## config.mk

```make
export PLATFORM = sky130hd
export DESIGN_NAME = ialu_cell
export DESIGN_NICKNAME = d
export VERILOG_FILES = /design/src/ialu_pkg.sv /design/src/ialu_cell.sv
export SDC_FILE = /design/constraint.sdc
export NUM_CORES = 1
export LEC_CHECK = 0
export ABC_AREA = 1
export ABC_CLOCK_PERIOD_IN_PS = 8800
export CAP_MARGIN = 20
export CORE_AREA = 5 5 174 176
export DETAILED_ROUTE_END_ITERATION = 6
export DIE_AREA = 0 0 179 181
export DONT_BUFFER_PORTS = 1
export PLACE_DENSITY = 0.52
export SLEW_MARGIN = 20
export SYNTH_ARGS = -nofsm -noshare
export SYNTH_HDL_FRONTEND = slang
export SYNTH_SLANG_ARGS = --single-unit
```

## constraint.sdc

```tcl
create_clock -name clk -period 8.8 [get_ports clk]
set_input_delay 0.44 -clock clk [delete_from_list [all_inputs] [get_ports clk]]
set_output_delay 0.44 -clock clk [all_outputs]
set_load 0.005 [all_outputs]
```

## src/ialu_pkg.sv

```systemverilog
package ialu_pkg;

  localparam logic [3:0] MODE_ADD  = 4'd0;
  localparam logic [3:0] MODE_SUB  = 4'd1;
  localparam logic [3:0] MODE_DIV  = 4'd2;
  localparam logic [3:0] MODE_MUL  = 4'd3;
  localparam logic [3:0] MODE_MOD  = 4'd4;
  localparam logic [3:0] MODE_AND  = 4'd5;
  localparam logic [3:0] MODE_OR   = 4'd6;
  localparam logic [3:0] MODE_XOR  = 4'd7;
  localparam logic [3:0] MODE_SHR  = 4'd8;
  localparam logic [3:0] MODE_SHL  = 4'd9;
  localparam logic [3:0] MODE_ROTL = 4'd10;
  localparam logic [3:0] MODE_ROTR = 4'd11;

  // What the cell chain does with a word.
  typedef enum logic [2:0] {
    KIND_PASS = 3'd0,
    KIND_MUL  = 3'd1,
    KIND_DIV  = 3'd2,
    KIND_MOD  = 3'd3,
    KIND_ROT  = 3'd4
  } kind_t;

  typedef struct packed {
    kind_t kind;
    logic  neg;   // Negate the result, or rotate right for rotates.
    logic  uns;
    logic  err;
  } ctrl_t;

endpackage

```

## src/ialu_cell.sv

```systemverilog
module ialu_cell #(
  parameter int WORD_BITS = 32
) (
  input  logic                 clk,
  input  logic                 rst_n,
  input  logic                 valid_i,
  output logic                 ready_o,
  input  ialu_pkg::ctrl_t      ctrl_i,
  input  logic [WORD_BITS-1:0] rem_i,
  input  logic [WORD_BITS-1:0] q_i,
  input  logic [WORD_BITS-1:0] d_i,
  input  logic [WORD_BITS-1:0] res_i,
  output logic                 valid_o,
  input  logic                 ready_i,
  output ialu_pkg::ctrl_t      ctrl_o,
  output logic [WORD_BITS-1:0] rem_o,
  output logic [WORD_BITS-1:0] q_o,
  output logic [WORD_BITS-1:0] d_o,
  output logic [WORD_BITS-1:0] res_o
);

  logic                 valid_r;
  ialu_pkg::ctrl_t      ctrl_r;
  logic [WORD_BITS-1:0] rem_r, q_r, d_r, res_r;
  logic [WORD_BITS-1:0] rem_nxt, q_nxt, d_nxt;
  logic [WORD_BITS-1:0] trial;

  assign ready_o = !valid_r || ready_i;

  // One step: shift-add for MUL, a restoring division step for DIV, MOD and ROT.
  always_comb begin
    trial   = {rem_i[WORD_BITS-2:0], q_i[WORD_BITS-1]};
    rem_nxt = rem_i;
    q_nxt   = q_i;
    d_nxt   = d_i;
    case (ctrl_i.kind) inside
      ialu_pkg::KIND_MUL: begin
        if (d_i[0]) begin
          rem_nxt = rem_i + q_i;
        end
        q_nxt = {q_i[WORD_BITS-2:0], 1'b0};
        d_nxt = {1'b0, d_i[WORD_BITS-1:1]};
      end
      ialu_pkg::KIND_DIV, ialu_pkg::KIND_MOD, ialu_pkg::KIND_ROT: begin
        if (trial >= d_i) begin
          rem_nxt = trial - d_i;
          q_nxt   = {q_i[WORD_BITS-2:0], 1'b1};
        end else begin
          rem_nxt = trial;
          q_nxt   = {q_i[WORD_BITS-2:0], 1'b0};
        end
      end
      default: begin
      end
    endcase
  end

  always_ff @(posedge clk) begin
    if (!rst_n) begin
      valid_r <= 1'b0;
    end else if (ready_o) begin
      valid_r <= valid_i;
    end
  end

  always_ff @(posedge clk) begin
    if (ready_o && valid_i) begin
      ctrl_r <= ctrl_i;
      rem_r  <= rem_nxt;
      q_r    <= q_nxt;
      d_r    <= d_nxt;
      res_r  <= res_i;
    end
  end

  assign valid_o = valid_r;
  assign ctrl_o  = ctrl_r;
  assign rem_o   = rem_r;
  assign q_o     = q_r;
  assign d_o     = d_r;
  assign res_o   = res_r;

endmodule

```

==> results.toml <==
[run_status]
status = "finished, final reports clean"

[yosys]
syn_area_um2 = 11240
synth_edf_count = 134
yosys-top-cells-area = "edfxtp_1, nand2_1, inv_1"
synth_top_cell_area_share = 0.3579
synth_warnings = 0
synth_nets = 1886
seq_area_frac_synth = 0.3597
ys_ff_latch = 135
ys_types = 38
syn_inst = 1683
yosysTopAreaCell = "edfxtp_1"
synth-async-reset-ratio = 0
syn_area_per_cell_um2 = 6.680
synth_ff_type = "edfxtp_1"

[floorplan]
io_pins = 274
die_x_um = 179
start_util = 0.3949
dieHeight_um = 181
die-area_um2 = 32400
placementRows = 62
core_um2 = 28470

[clock_network]
cts_made_buffers = 17
htree_levels = 4
clk_latency_ns = 0.43
cts_num_sinks = 135
cts_setup_buffers = 0
clk_pin_slew_ns = 0.07
cts_tree = "done"
ctsResizeCount = 0
root_buffer = "clkbuf_16"
holdBufCountCts = 0
clockBufferDepth = 2

[final_layout]
fin_area_um2 = 12250
mostFrequentLayoutCells = "nand2_1, inv_1, edfxtp_1, nor2_1, nand3_1"
utilization = 0.4304
final_common_cell = "nand2_1"
drive_gt1_frac = 0.05092
diodes = 0
fill_cells = 3014
nNetsFinal = 1879
area_growth_pct = 8.993

[worst_setup_path]
startpoint = "ctrl_i[3]"
arrival_ns = 2.80
crit_family = "buffers and inverters"
required_ns = 8.97
cp-start-kind = "input pin"
crit_path_max_fanout = 50
cp_slowest_stage_delay_ns = 0.55
critPathBufInv = 5
path_class = "in -> reg"
slowest_stage = "o21ai_0"
rr_worst_depth = 2
worst_setup_path_end_kind = "register"
r2r_slack_ns = 6.71
critPathMostFrequentCell = "nand2_1"
r2r_end = "q_o[10]"
path_cells = "inv_1 -> nand2_1 -> nand2_1 -> nand2_1 -> inv_1 -> buf_4 -> nor2_4 -> buf_4 -> inv_2 -> o21ai_0"
timing.rr.start = "valid_o"

[sta]
slew_viol_final = 0
skew_ns = 0.01013
finalHoldViolCount = 0
slew_headroom = 0.4772
period_needed_ns = 2.635
fin_crit_sh = 0.2994
setup_tns_ns = 0
hold_ws_ns = 0.1008
rsz0062_at_grt = "no"
finalSetupViolations = 0
fmax_mhz = 379.5
tightest_slew_ns = 0.7842

[placed_design]
gp_congestion = 0.9210
placement.io_buffers = 0
hpwl_mm = 29.76
dpl-instance-area_um2 = 11630

[min_path]
hold_end = "res_o[2]"
holdPathStages = 0
min_from = "res_i[2]"
hold_class = "in -> reg"

[power]
power_density_nw_per_um2 = 165.4
p_total_mw = 2.026
ir_drop_mv = 0.1329
leakagePower_nw = 6.359

[grt]
antenna_found_initial = 0
gr-usage-all-layers = 0.2203
grt_pass1_wl_mm = 54.89
grt_overflow = 0
grt_max_degree = 59
grt_pass1_vias = 9762

[drt]
first_pass_iters = 5
via_per_inst = 4.907
first_iter_violations = 662
final_antenna_net_count = 0
num_vias = 10170
wl_per_cell_um = 17.38
totalWireLength_mm = 36.03
drc_errors = 0

[flow_run]
maxCapViolations = 0
worst max path at each step:
stage / endpoint / slack [ns] / cells after the start
6_report: q_o[0] / 6.16 / 10
5_1_grt: q_o[0] / 5.95 / 10
4_1_cts: q_o[0] / 6.10 / 10
3_5_place_dp: q_o[0] / 5.63 / 10
3_3_place_gp: q_o[0] / 5.67 / 10
2_1_floorplan: ctrl_o[0] / 1.20 / 2
metal layers:
metal | vias to the layer above | part of all wire | track usage | wire, µm
li1 | 5267 | - | - | -
met2 | 310 | 0.46 | 0.3607 | 16620
met4 | 0 | 0.020 | 0.05956 | 722
met3 | 35 | 0.076 | 0.05351 | 2742
met5 | - | 0 | 0 | 0
met1 | 4560 | 0.44 | 0.2902 | 15940
cells by family (layout without fill, tap and decap cells):
logic type	count (synthesis)	in the layout	synth area share
simple gates	951	951	0.3447
buf+inv	354	360	0.1213
compound gates	154	154	0.08191
flops	135	135	0.3597
fa+ha+maj	65	65	0.07368
xor+xnor	24	24	0.01870
sequential cells by signal (all words and copies together), names as in the netlist:
signal,cells
rem_o,32
valid_o,1
res_o,32
ctrl_o,6
q_o,32
d_o,32
cell type report:
class                      count  area, µm²  area share
multi-input combinational   1194       5859      0.4782
sequential                   135       4044      0.3300
inverter                     321       1205     0.09834
tap                          384      480.5     0.03921
clock buffer                  17      425.4     0.03472
clock inverter                15      166.4     0.01358
timing repair buffer           7      72.57    0.005923
power breakdown:
group	total [mW]	internal, mW	switching, mW
clock network	0.725	0.423	0.302
logic	0.492	0.162	0.330
registers	0.809	0.777	0.0322
synthesized netlist by cell type, drive strengths merged, types with 2 or more instances:
cell,n
inv,321
ha,63
a21oi,69
buf,10
nand4,15
o211ai,12
edfxtp,134
o21bai,4
and2,13
fa,2
nand2,689
nor3,7
nor2,110
xnor2,21
a21o,3
nand3,107
nand3b,2
o21ai,55
clkbuf,23
and3,6
a22oi,10
xor2,3
through the flow:
step / setup slack, ns / std cells
2_1_floorplan: 1.202 / 1683
3_3_place_gp: 5.671 / 2040
3_5_place_dp: 5.633 / 2040
4_1_cts: 6.100 / 2072
5_1_grt: 5.945 / 2073
6_report: 6.165 / 2073
Note: power is estimated with default switching activity, not from simulation.
